--- src/tes_pkg.sv ---
// Shared types, constants and exponential tables for the throttle smoother.
package tes_pkg;

    localparam int LIMIT           = 1500;
    localparam int EXP_INT_MAX     = 12;
    localparam int DIV_STEPS       = 32;
    localparam int MUL_STEPS       = 17;
    localparam int CNT_W           = 5;

    localparam logic [16:0] ALPHA_ONE      = 17'd65536;
    localparam logic [16:0] ALPHA_FALLBACK = 17'd1311;
    localparam logic [16:0] ALPHA_FLOOR    = 17'd433;
    localparam logic [15:0] SMOOTHING_RESET = 16'd100;

    // Controller to datapath commands
    typedef struct packed {
        logic load;
        logic div_init;
        logic div_step;
        logic exp_seg;
        logic exp_mul;
        logic alpha_set;
        logic mul_init;
        logic mul_step;
        logic update;
        logic clear;
        logic out_write;
    } tes_cmd_t;

    // Datapath to controller status
    typedef struct packed {
        logic both_present;
        logic tc_zero;
    } tes_sts_t;

    // round(e^-(k/16) * 2^16), k = 0..16
    function automatic logic [16:0] exp_frac(input logic [4:0] k);
        logic [16:0] v;
        unique case (k)
            5'd0:    v = 17'd65536;
            5'd1:    v = 17'd61565;
            5'd2:    v = 17'd57835;
            5'd3:    v = 17'd54331;
            5'd4:    v = 17'd51039;
            5'd5:    v = 17'd47947;
            5'd6:    v = 17'd45042;
            5'd7:    v = 17'd42313;
            5'd8:    v = 17'd39750;
            5'd9:    v = 17'd37341;
            5'd10:   v = 17'd35079;
            5'd11:   v = 17'd32954;
            5'd12:   v = 17'd30957;
            5'd13:   v = 17'd29081;
            5'd14:   v = 17'd27319;
            5'd15:   v = 17'd25664;
            5'd16:   v = 17'd24109;
            default: v = 17'd0;
        endcase
        return v;
    endfunction

    // round(e^-i * 2^16), i = 0..11
    function automatic logic [16:0] exp_int(input logic [3:0] i);
        logic [16:0] v;
        unique case (i)
            4'd0:    v = 17'd65536;
            4'd1:    v = 17'd24109;
            4'd2:    v = 17'd8869;
            4'd3:    v = 17'd3263;
            4'd4:    v = 17'd1200;
            4'd5:    v = 17'd442;
            4'd6:    v = 17'd162;
            4'd7:    v = 17'd60;
            4'd8:    v = 17'd22;
            4'd9:    v = 17'd8;
            4'd10:   v = 17'd3;
            4'd11:   v = 17'd1;
            default: v = 17'd0;
        endcase
        return v;
    endfunction

endpackage

--- src/tes_dpath.sv ---
// Datapath: config register, divider, exponential, blend multiplier and filter state.
module tes_dpath #(
    parameter int FRAC_BITS = 16
) (
    input  logic                  aclk,
    input  logic                  aresetn,
    input  logic                  cfg_we,
    input  logic [15:0]           cfg_smoothing_ms,
    input  logic                  s_gas_present,
    input  logic [9:0]            s_gas_level,
    input  logic                  s_brake_present,
    input  logic [9:0]            s_brake_level,
    input  logic [15:0]           s_elapsed_ms,
    input  tes_pkg::tes_cmd_t     cmd,
    output tes_pkg::tes_sts_t     sts,
    output logic signed [11:0]    m_drive_pwm,
    output logic                  m_active
);

    localparam int SW = FRAC_BITS + 12;   // state width
    localparam int DW = FRAC_BITS + 13;   // difference width
    localparam int AW = FRAC_BITS + 29;   // product accumulator width
    localparam logic signed [DW:0] LIM_POS =
        $signed((DW+1)'(tes_pkg::LIMIT) << FRAC_BITS);
    localparam logic signed [DW:0] LIM_NEG = -LIM_POS;

    logic [15:0]          smoothing_reg, smoothing_next;
    logic                 gp_reg, bp_reg;
    logic [9:0]           gas_reg, brake_reg;
    logic [15:0]          elapsed_reg;
    logic [16:0]          rem_reg;
    logic [31:0]          quo_reg;
    logic [3:0]           ip_reg;
    logic [16:0]          ef_reg;
    logic                 sat_reg;
    logic [16:0]          alpha_reg;
    logic [AW-1:0]        mcand_reg, acc_reg;
    logic [16:0]          mplier_reg;
    logic                 neg_reg;
    logic signed [SW-1:0] sv_reg, sv_next;
    logic signed [11:0]   drive_reg;
    logic                 active_reg;

    // divider step
    logic [16:0] rem_sh, rem_sub;
    logic        div_ge;
    // exponential
    logic        sat;
    logic [3:0]  seg;
    logic [16:0] tab_a, tab_b, tab_d;
    logic [23:0] ip_prod;
    logic [16:0] ef;
    logic [33:0] e_prod;
    logic [34:0] e_sum;
    logic [16:0] expv, alpha_raw, alpha_fl;
    // control input and difference
    logic signed [11:0]   dsb;
    logic signed [13:0]   d3;
    logic                 in_range;
    logic signed [SW-1:0] u;
    logic signed [DW-1:0] diff;
    logic [DW-1:0]        diff_mag;
    // update
    logic [DW-1:0]        step_mag;
    logic signed [DW-1:0] step_s;
    logic signed [DW:0]   sum;
    logic signed [DW:0]   clamped;
    // output
    logic [SW-1:0]        sv_abs;
    logic [11:0]          drv_mag;

    assign sts.both_present = gp_reg & bp_reg;
    assign sts.tc_zero      = (smoothing_reg == 16'd0);

    assign smoothing_next = cfg_we ? cfg_smoothing_ms : smoothing_reg;

    always_comb begin
        rem_sh  = {rem_reg[15:0], quo_reg[31]};
        div_ge  = (rem_sh >= {1'b0, smoothing_reg});
        rem_sub = rem_sh - {1'b0, smoothing_reg};
    end

    always_comb begin
        sat     = (quo_reg[31:20] != 12'd0) || (quo_reg[19:16] >= 4'(tes_pkg::EXP_INT_MAX));
        seg     = quo_reg[15:12];
        tab_a   = tes_pkg::exp_frac({1'b0, seg});
        tab_b   = tes_pkg::exp_frac({1'b0, seg} + 5'd1);
        tab_d   = tab_a - tab_b;
        ip_prod = {12'd0, tab_d[11:0]} * {12'd0, quo_reg[11:0]};
        ef      = tab_a - {5'd0, 12'((ip_prod + 24'd2048) >> 12)};
    end

    always_comb begin
        e_prod    = {17'd0, tes_pkg::exp_int(ip_reg)} * {17'd0, ef_reg};
        e_sum     = {1'b0, e_prod} + 35'd32768;
        expv      = e_sum[32:16];
        alpha_raw = sat_reg ? tes_pkg::ALPHA_ONE : (tes_pkg::ALPHA_ONE - expv);
        alpha_fl  = (alpha_raw < tes_pkg::ALPHA_FLOOR) ? tes_pkg::ALPHA_FLOOR : alpha_raw;
    end

    // u = 1.5 * (gas - brake) in state format, zero when out of range
    always_comb begin
        dsb      = $signed({2'b00, gas_reg}) - $signed({2'b00, brake_reg});
        d3       = 14'(dsb) + 14'(dsb) + 14'(dsb);
        in_range = (d3 <= 14'sd3000) && (d3 >= -14'sd3000);
        u        = in_range ? ($signed({{(SW-14){d3[13]}}, d3}) <<< (FRAC_BITS - 1))
                            : '0;
        diff     = $signed({u[SW-1], u}) - $signed({sv_reg[SW-1], sv_reg});
        diff_mag = diff[DW-1] ? DW'(-diff) : DW'(diff);
    end

    always_comb begin
        step_mag = acc_reg[AW-1:16];
        step_s   = neg_reg ? -$signed(step_mag) : $signed(step_mag);
        sum      = $signed({{2{sv_reg[SW-1]}}, sv_reg}) + $signed({step_s[DW-1], step_s});
        if (sum > LIM_POS) begin
            clamped = LIM_POS;
        end else if (sum < LIM_NEG) begin
            clamped = LIM_NEG;
        end else begin
            clamped = sum;
        end
    end

    always_comb begin
        sv_abs  = sv_reg[SW-1] ? SW'(-sv_reg) : SW'(sv_reg);
        drv_mag = sv_abs[SW-1:FRAC_BITS];
    end

    always_comb begin
        sv_next = sv_reg;
        if (cmd.clear) begin
            sv_next = '0;
        end else if (cmd.update) begin
            sv_next = clamped[SW-1:0];
        end
    end

    always_ff @(posedge aclk) begin
        if (!aresetn) begin
            smoothing_reg <= tes_pkg::SMOOTHING_RESET;
            sv_reg        <= '0;
        end else begin
            smoothing_reg <= smoothing_next;
            sv_reg        <= sv_next;
        end
    end

    always_ff @(posedge aclk) begin
        if (cmd.load) begin
            gp_reg      <= s_gas_present;
            bp_reg      <= s_brake_present;
            gas_reg     <= s_gas_level;
            brake_reg   <= s_brake_level;
            elapsed_reg <= s_elapsed_ms;
        end
        if (cmd.div_init) begin
            rem_reg <= '0;
            quo_reg <= {elapsed_reg, 16'd0};
        end else if (cmd.div_step) begin
            rem_reg <= div_ge ? rem_sub : rem_sh;
            quo_reg <= {quo_reg[30:0], div_ge};
        end
        if (cmd.exp_seg) begin
            sat_reg <= sat;
            ip_reg  <= quo_reg[19:16];
            ef_reg  <= ef;
        end
        if (cmd.alpha_set) begin
            alpha_reg <= (elapsed_reg == 16'd0) ? tes_pkg::ALPHA_FALLBACK
                                                : tes_pkg::ALPHA_ONE;
        end else if (cmd.exp_mul) begin
            alpha_reg <= alpha_fl;
        end
        if (cmd.mul_init) begin
            mcand_reg  <= {{(AW-DW){1'b0}}, diff_mag};
            mplier_reg <= alpha_reg;
            acc_reg    <= '0;
            neg_reg    <= diff[DW-1];
        end else if (cmd.mul_step) begin
            if (mplier_reg[0]) begin
                acc_reg <= acc_reg + mcand_reg;
            end
            mcand_reg  <= {mcand_reg[AW-2:0], 1'b0};
            mplier_reg <= {1'b0, mplier_reg[16:1]};
        end
        if (cmd.out_write) begin
            drive_reg  <= sv_reg[SW-1] ? -$signed(drv_mag) : $signed(drv_mag);
            active_reg <= gp_reg & bp_reg;
        end
    end

    assign m_drive_pwm = drive_reg;
    assign m_active    = active_reg;

endmodule

--- src/tes_ctrl.sv ---
// Controller: sequences one update through the datapath and owns the handshakes.
module tes_ctrl (
    input  logic               aclk,
    input  logic               aresetn,
    input  logic               s_valid,
    output logic               s_ready,
    output logic               m_valid,
    input  logic               m_ready,
    input  tes_pkg::tes_sts_t  sts,
    output tes_pkg::tes_cmd_t  cmd
);

    localparam logic [3:0] ST_IDLE    = 4'd0;
    localparam logic [3:0] ST_DECIDE  = 4'd1;
    localparam logic [3:0] ST_DIV     = 4'd2;
    localparam logic [3:0] ST_EXP_SEG = 4'd3;
    localparam logic [3:0] ST_EXP_MUL = 4'd4;
    localparam logic [3:0] ST_MPREP   = 4'd5;
    localparam logic [3:0] ST_MULT    = 4'd6;
    localparam logic [3:0] ST_UPD     = 4'd7;
    localparam logic [3:0] ST_DONE    = 4'd8;

    logic [3:0]                 state_reg, state_next;
    logic [tes_pkg::CNT_W-1:0]  cnt_reg, cnt_next;
    logic                       m_valid_reg, m_valid_next;

    assign s_ready = (state_reg == ST_IDLE);
    assign m_valid = m_valid_reg;

    always_comb begin
        state_next   = state_reg;
        cnt_next     = cnt_reg;
        cmd          = '0;
        m_valid_next = m_valid_reg && !m_ready;
        unique case (state_reg)
            ST_IDLE: begin
                if (s_valid) begin
                    cmd.load   = 1'b1;
                    state_next = ST_DECIDE;
                end
            end
            ST_DECIDE: begin
                priority if (!sts.both_present) begin
                    cmd.clear  = 1'b1;
                    state_next = ST_DONE;
                end else if (sts.tc_zero) begin
                    cmd.alpha_set = 1'b1;
                    state_next    = ST_MPREP;
                end else begin
                    cmd.div_init = 1'b1;
                    cnt_next     = '0;
                    state_next   = ST_DIV;
                end
            end
            ST_DIV: begin
                cmd.div_step = 1'b1;
                cnt_next     = cnt_reg + 1'b1;
                if (cnt_reg == tes_pkg::CNT_W'(tes_pkg::DIV_STEPS - 1)) begin
                    state_next = ST_EXP_SEG;
                end
            end
            ST_EXP_SEG: begin
                cmd.exp_seg = 1'b1;
                state_next  = ST_EXP_MUL;
            end
            ST_EXP_MUL: begin
                cmd.exp_mul = 1'b1;
                state_next  = ST_MPREP;
            end
            ST_MPREP: begin
                cmd.mul_init = 1'b1;
                cnt_next     = '0;
                state_next   = ST_MULT;
            end
            ST_MULT: begin
                cmd.mul_step = 1'b1;
                cnt_next     = cnt_reg + 1'b1;
                if (cnt_reg == tes_pkg::CNT_W'(tes_pkg::MUL_STEPS - 1)) begin
                    state_next = ST_UPD;
                end
            end
            ST_UPD: begin
                cmd.update = 1'b1;
                state_next = ST_DONE;
            end
            ST_DONE: begin
                if (!m_valid_reg || m_ready) begin
                    cmd.out_write = 1'b1;
                    m_valid_next  = 1'b1;
                    state_next    = ST_IDLE;
                end
            end
            default: begin
                state_next = ST_IDLE;
            end
        endcase
    end

    always_ff @(posedge aclk) begin
        if (!aresetn) begin
            state_reg   <= ST_IDLE;
            cnt_reg     <= '0;
            m_valid_reg <= 1'b0;
        end else begin
            state_reg   <= state_next;
            cnt_reg     <= cnt_next;
            m_valid_reg <= m_valid_next;
        end
    end

`ifndef ASSERT_OFF
    a_accept_to_decide: assert property (@(posedge aclk) disable iff (!aresetn)
        s_valid && s_ready |=> state_reg == ST_DECIDE)
        else $error("accepted beat did not enter decide");

    a_no_overwrite: assert property (@(posedge aclk) disable iff (!aresetn)
        cmd.out_write |-> !m_valid_reg || m_ready)
        else $error("result register overwritten while held");

    a_div_length: assert property (@(posedge aclk) disable iff (!aresetn)
        state_reg == ST_DIV && cnt_reg == tes_pkg::CNT_W'(tes_pkg::DIV_STEPS - 1)
        |=> state_reg == ST_EXP_SEG)
        else $error("divider did not finish after its step count");

    a_mul_bound: assert property (@(posedge aclk) disable iff (!aresetn)
        state_reg == ST_MULT |-> cnt_reg < tes_pkg::CNT_W'(tes_pkg::MUL_STEPS))
        else $error("multiplier step counter overran");
`endif

endmodule

--- src/throttle_exponential_smoother.sv ---
// Top level of the throttle exponential smoother.
// Each input beat is one pedal update; each produces exactly one result beat.
// With both readings present the block runs alpha = 1 - exp(-elapsed/smoothing)
// and blends 1.5*(gas - brake) into its FRAC_BITS fixed-point state; with a
// reading missing the state clears and the result is 0 with active low.
// Sequence: a full update runs the bit-serial divider, one quotient bit per
// step, then the shift-add blend multiplier, one alpha bit per step. With a
// zero time constant the divider is skipped; with a missing reading both are
// skipped. The next beat is taken in the idle state that follows the result
// write, so the input channel is held for the whole update.
// A new beat is taken once the previous result sits in the output register,
// so a slow consumer stalls the next update only after one result is held.
// smoothing_ms resets to 100 and is written through the cfg channel, which is
// always ready; write it only while no update is in flight.
module throttle_exponential_smoother #(
    parameter int FRAC_BITS = 16
) (
    input  logic               aclk,
    input  logic               aresetn,
    // configuration write channel
    input  logic               cfg_valid,
    output logic               cfg_ready,
    input  logic [15:0]        cfg_smoothing_ms,
    // input beat
    input  logic               s_valid,
    output logic               s_ready,
    input  logic               s_gas_present,
    input  logic [9:0]         s_gas_level,
    input  logic               s_brake_present,
    input  logic [9:0]         s_brake_level,
    input  logic [15:0]        s_elapsed_ms,
    // result beat
    output logic               m_valid,
    input  logic               m_ready,
    output logic signed [11:0] m_drive_pwm,
    output logic               m_active
);

    tes_pkg::tes_cmd_t cmd;
    tes_pkg::tes_sts_t sts;

    // register write is a single flop load, never stalls
    assign cfg_ready = 1'b1;

    tes_ctrl u_ctrl (
        .aclk    (aclk),
        .aresetn (aresetn),
        .s_valid (s_valid),
        .s_ready (s_ready),
        .m_valid (m_valid),
        .m_ready (m_ready),
        .sts     (sts),
        .cmd     (cmd)
    );

    tes_dpath #(
        .FRAC_BITS (FRAC_BITS)
    ) u_dpath (
        .aclk             (aclk),
        .aresetn          (aresetn),
        .cfg_we           (cfg_valid),
        .cfg_smoothing_ms (cfg_smoothing_ms),
        .s_gas_present    (s_gas_present),
        .s_gas_level      (s_gas_level),
        .s_brake_present  (s_brake_present),
        .s_brake_level    (s_brake_level),
        .s_elapsed_ms     (s_elapsed_ms),
        .cmd              (cmd),
        .sts              (sts),
        .m_drive_pwm      (m_drive_pwm),
        .m_active         (m_active)
    );

endmodule
--- config.mk ---
export PLATFORM = sky130hd
export DESIGN_NAME = throttle_exponential_smoother
export DESIGN_NICKNAME = d
export VERILOG_FILES = /design/src/tes_pkg.sv /design/src/tes_dpath.sv /design/src/tes_ctrl.sv /design/src/throttle_exponential_smoother.sv
export SDC_FILE = /design/constraint.sdc
export NUM_CORES = 2
export LEC_CHECK = 0
export BUFFER_PORTS_ARGS = -buffer_cell sky130_fd_sc_hd__buf_2
export CAP_MARGIN = 20
export CORE_UTILIZATION = 50
export DETAILED_ROUTE_END_ITERATION = 10
export PLACE_DENSITY = 0.73
export SLEW_MARGIN = 0
export SYNTH_ARGS = -nofsm -noshare
export SYNTH_HDL_FRONTEND = slang
export SYNTH_HIERARCHICAL = 1
export SYNTH_SLANG_ARGS = --single-unit
--- constraint.sdc ---
create_clock -name aclk -period 9.65 [get_ports aclk]
set_input_delay 0.965 -clock aclk [delete_from_list [all_inputs] [get_ports aclk]]
set_output_delay 0.965 -clock aclk [all_outputs]
set_load 0.02 [all_outputs]
### After elaboration in Yosys (flattened, before gate mapping)

Memory sizes are Yosys's and may differ from the RTL's. A register that Yosys moved wholly into a read port is not among the register bits.
Index checks and enable logic that the tools add are counted.

* add/sub/neg operators: 18
* $mul: 2
* div/mod/pow operators: 0
* order comparisons: 7
* eq/ne operators: 16
* shift-type cells: 0
* multiplexer cells: 52
* bitwise gates (word level): 2
* reduce and logical (&&, ||, !) cells: 19

Operator list (count)
* $mux W17: 7
* $mux W29: 4
* $mux W28: 4
* $mux W32: 2
* $neg A29 Y29: 2
* $add A45 B45 Y45: 1
* $pmux W4 S9: 1
* $add A33 B16 Y33 const B: 1
* $mul A17 B17 Y33: 1
* $logic_not A16 Y1: 2
* $mux W4: 8
* $add A28 B29 Y30: 1
* $gt A30 B28 Y1 const B: 1
* $lt A30 B28 Y1 const B: 1
* $sub A28 B28 Y29: 1
* $neg A28 Y28: 1
* $add A24 B12 Y24 const B: 1
* $mul A12 B12 Y24: 1
* $mux W1: 20
* $ge A17 B16 Y1: 1
* $lt A17 B9 Y1 const B: 1
* $sub A17 B12 Y17: 1
* $sub A17 B17 Y17 const A: 1
* $eq A4 B3 Y1 const B: 4
* other kinds (35): 48

* bits in registers: 300
* bits in latches: 0
* memory bits (writable): 0
* memory bits (read-only): 1056
* output and inout port bits: 16
* memories kept: 3

Memory list
* (name not given): words 32, bits a word 17, read ports 1, clocked after Yosys merged registers in 0, wr ports 0, RTL line tes_pkg.sv:39 `unique case (k)`
* (name not given): words 16, bits a word 17, read ports 1, clocked after Yosys merged registers in 1, wr ports 0, RTL line tes_pkg.sv:39
* (name not given): words 16, bits a word 15, read ports 1, clocked after Yosys merged registers in 1, wr ports 0, RTL line tes_pkg.sv:65 `unique case (i)`

### Longest topological paths before layout

* word-level depth: 10
* mapped depth: 48
* gate-level depth less buffers: 48

### Hierarchy

The synthesis kept the hierarchy.

Modules (own cells, without submodules)
* tes_dpath: instances 1, cells an instance 4185, area each 36218.5 um2, sequential area each 7957.6 um2
* tes_ctrl: instances 1, cells an instance 91, area each 673.1 um2, sequential area each 200.2 um2
* throttle_exponential_smoother: instances 1, cells an instance 2, area each 11.3 um2, sequential area each 0.0 um2

### Worst setup path after synthesis

Ideal clock, no wire load.

* path kind: reg2reg
* start point: register u_dpath.quo_reg[12]
* end point: register u_dpath.ef_reg[16], data pin
* setup time: 0.279 ns
* arrival: 9.677 ns
* slack: -0.306 ns
* stages on the path, launching flop included: 48
* clock period less this slack: 9.956 ns
* path through: dfxtp_1 > clkinv_1 > nor2_1 > nand2_1 > xnor2_1 > mux4_2 > inv_1 > a21o_1 > ha_1 > a21o_1 > a21oi_1 > o21bai_1 > a21oi_1 > nor2b_1 > o21a_1 > o21ai_0 > nand2_1 > a21oi_1 > [... 12 more ...] > ha_1 > inv_1 > o21bai_1 > xor2_1 > ha_1 > inv_1 > fa_1 > a21o_1 > a21oi_1 > o21ai_0 > a21oi_1 > o21ai_0 > a21oi_1 > o21bai_1 > a21oi_1 > nor2_1 > a2111oi_0 > xor2_1

* longest elaborated chain between the ends: 6

Ends and longest elaborated chain
* start, declared: RTL line tes_dpath.sv:32 `logic [31:0] quo_reg;`
* start signal, assigned: RTL line tes_dpath.sv:159 `quo_reg <= {elapsed_reg, 16'd0};`
* start signal, assigned: RTL line tes_dpath.sv:162 `quo_reg <= {quo_reg[30:0], div_ge};`
* $add A4 B1 Y5: RTL line tes_dpath.sv:87 `tab_b = tes_pkg::exp_frac({1'b0, seg} + 5'd1);`
* $mem_v2 Z32 W17
* $sub A12 B12 Y12: RTL line tes_dpath.sv:88 `tab_d = tab_a - tab_b;`
* $mul A12 B12 Y24: RTL line tes_dpath.sv:89 `ip_prod = {12'd0, tab_d[11:0]} * {12'd0, quo_reg[11:0]};`
* $add A24 B12 Y24: RTL line tes_dpath.sv:90 `ef = tab_a - {5'd0, 12'((ip_prod + 24'd2048) >> 12)};`
* $sub A17 B12 Y17: RTL line tes_dpath.sv:90
* net u_dpath.ef[16]: RTL line tes_dpath.sv:52 `logic [16:0] ef;`
* end signal, assigned: RTL line tes_dpath.sv:167 `ef_reg <= ef;`
* end, declared: RTL line tes_dpath.sv:34 `logic [16:0] ef_reg;`

The timed path passes the listed nets, and every way through them passes these cells.
A chain may end at the register's enable or synchronous reset.

### Worst setup path after layout

Ends and elaborated chain as after synthesis.

==> summary.md <==
| Metric | Value |
|---|---|
| Clock Path Buffers | 3 |
| Crit path kind | reg2reg |
| H-Tree Depth | 2 |
| Area of the mapped netlist | 36,900 um2 |
| YS warnings | 6 |
| Most used cell, CP | a21oi_2 |
| N_diodes | 0 |
| Pwr Total | 7.26 mW |
| Critical path's slowest cell | fa_1 |
| CTS Buf Count | 40 |
| Residual DRC count | 0 |
| # setup viols final | 0 |
| Final cell utilization of the core | 55.3% |
| Buf+Inv Stages, Crit Path | 8 |
| # port buffers | 73 |
| CTS tree | done |
| FFs w/ async S/R, synth | 0% |
| Initial DRC count | 2,255 |
| DRT Pass-1 Iters | 6 |
| Starting Density | 50.6% |
| Yosys cell types | 102 |
| Post-Syn Instances | 4,278 |
| Top cells by area, synth | fa_1, ha_1, edfxtp_1 |
| CP peak stage delay | 0.52 ns |
| Post-CTS Hold Buffers | 0 |
| GRT Resource Usage Total | 23.8% |
| Die area | 74,900 um2 |
| Most frequent cells in the layout | inv_1, nand2_1, ha_1, nor2_1, fa_1 |
| GRT overflow | 0 |
| Via Count | 30,000 |
| First-pass GRT wire length | 146,000 um |
| Avg Inst Size Synth | 8.63 um2 |
| Clock Latency Late Sink | 0.58 ns |
| WL final | 88,800 um |
| Row cnt | 99 |
| Largest net degree at the start of global routing | 74 |
| Number of flops mapped to enable cells by yosys | 153 |
| Critical path startpoint category | flip-flop |
| Worst EP required | 9.95 ns |
| Synth area leader | fa_1 |
| Clock Pin Slew Worst Setup and Hold Paths | 0.06 ns |
| Wire per inst | 16.7 um |
| Max Fclk | 0.106 GHz |
| # IOs | 75 |
| Period minus WS final | 9.40 ns |
| Via-per-instance ratio | 5.66 |
| Final Hold Vio Count | 0 |
| Max-slew violation count | 0 |
| Syn Nets | 5,008 |
| Ys flop type | dfxtp_1 |
| Die H | 274 um |
| Register area share after synthesis | 22.1% |
| Worst Tran Pin Value | 0.955 ns |
| Area Growth Syn to Fin | 9.25% |
| Most common cell after layout, fill and taps aside | inv_1 |
| Power per cell area | 180 nW/um2 |
| P_leak | 18.6 nW |
| Worst setup EP type | flip-flop |
| Routability cong. | 0.923 |
| Placed wire-length estimate | 68,800 um |
| Die W | 274 um |
| Initial antenna violation count | 1 |
| CTS Sinks | 331 |
| Fin nets | 5,045 |
| Post-route ant nets | 0 |
| Hold Path Class | reg2reg |
| Peak VDD IR | 0.000289 V |
| Cell family with most CP delay | adder cells |
| Placeable core area | 73,000 um2 |
| Max_slew headroom | 35.5% |
| Setup Skew | 0.0269 ns |
| Crit share post-route | 97.4% |
| Synth Register Bits | 331 |
| Max_cap viols | 0 |
| Clock root buffer | clkbuf_16 |
| Share of cells above drive strength 1 | 9.69% |
| Critical Path Fanout Max | 6 |
| Vias in the first global route | 29,200 |
| Outcome | finished, final reports clean |
| Yosys top cell area share | 16.1% |
| WP data arrival | 9.70 ns |
power breakdown:
part / switching, mW / internal, mW
Sequential: 0.0793 / 1.61
Clock: 0.623 / 0.829
Combinational: 2.35 / 1.76
Total: 3.06 / 4.20
per-layer routing:
metal	track usage, %	routed length [um]	share of wire, %	vias up
li1	-	-	-	14600
met1	32.8	40900	46	14500
met2	38.9	40700	46	775
met3	3.23	4850	5.5	156
met4	6.57	2420	2.7	2
met5	0	13	0.015	-
timing repair:
item | in CTS | in global routing
pin swaps | 7 | 67
gates cloned | 0 | 0
setup endpoints to repair | 6 | 10
buffers inserted | 4 | 8
resized for setup | 15 | 94
cell type report:
cell class                      count  area (um2)
Tap cell                          959        1200
Timing Repair Buffer              181        1200
Inverter                          504        1890
Sequential cell                   331        8170
Clock inverter                     21         135
Clock buffer                       52        1130
Fill cell                        6511       32600
Multi-Input combinational cell   3257       26600
kinds of logic (layout without fill, tap and decap cells):
group / count (synthesis) / after routing / share of synthesized area (%)
buffers and inverters: 690 / 758 / 7.10
AOI/OAI and AO/OA: 837 / 837 / 14.8
other: 1 / 1 / 0.0102
adders and majority gates: 671 / 671 / 28.8
and+or+nand+nor: 1421 / 1421 / 19.0
DFF: 331 / 331 / 22.1
muxes: 92 / 92 / 2.63
xor gates and xnor gates: 235 / 235 / 5.58
synth_stat cells, types with 29 or more instances:
cell type	instances
a211oi_1	43
a21o_1	60
a21oi_1	266
a31oi_1	29
and2_1	222
clkbuf_1	171
dfxtp_1	178
edfxtp_1	153
fa_1	296
ha_1	375
inv_1	499
mux2_2	29
mux2i_1	61
nand2_1	422
nand2b_1	39
nand3_1	80
nand4_1	32
nor2_1	308
nor2b_1	52
nor3_1	78
nor4_1	29
o211ai_1	37
o21a_1	34
o21ai_0	146
or3_1	32
xnor2_1	160
xor2_1	75
through the flow:
step                      hold slack (ns)  cell area (um2)  setup slack (ns)  TNS (ns)  std cells
after global routing                0.475            40300            -0.234    -0.650       5305
after detailed placement            0.453            38600            -0.335     -1.53       5222
final                               0.459            40300             0.254         0       5305
after global placement              0.443            38600            -0.201    -0.622       5221
after CTS                           0.461            39900          0.000954         0       5299
after floorplan                     0.436            36900            0.0299         0       4278
worst min-delay path, delay by kind of cell, from the launching register on:
family | cells | cell delay, ns
compound gates | 1 | 0.05
simple gates | 1 | 0.05
flops | 1 | 0.31
worst paths after layout:
| check | startpoint | to | slack, ns | cells after the start |
|---|---|---|---|---|
| max | u_dpath/quo_reg[12] | u_dpath/ef_reg[16] | 0.25 | 48 |
| max reg2reg | u_dpath/quo_reg[12] | u_dpath/ef_reg[16] | 0.25 | 48 |
| min | u_dpath/acc_reg[0] | u_dpath/acc_reg[0] | 0.46 | 2 |
| min reg2reg | u_dpath/acc_reg[0] | u_dpath/acc_reg[0] | 0.46 | 2 |
Note: power is estimated with default switching activity, not from simulation.
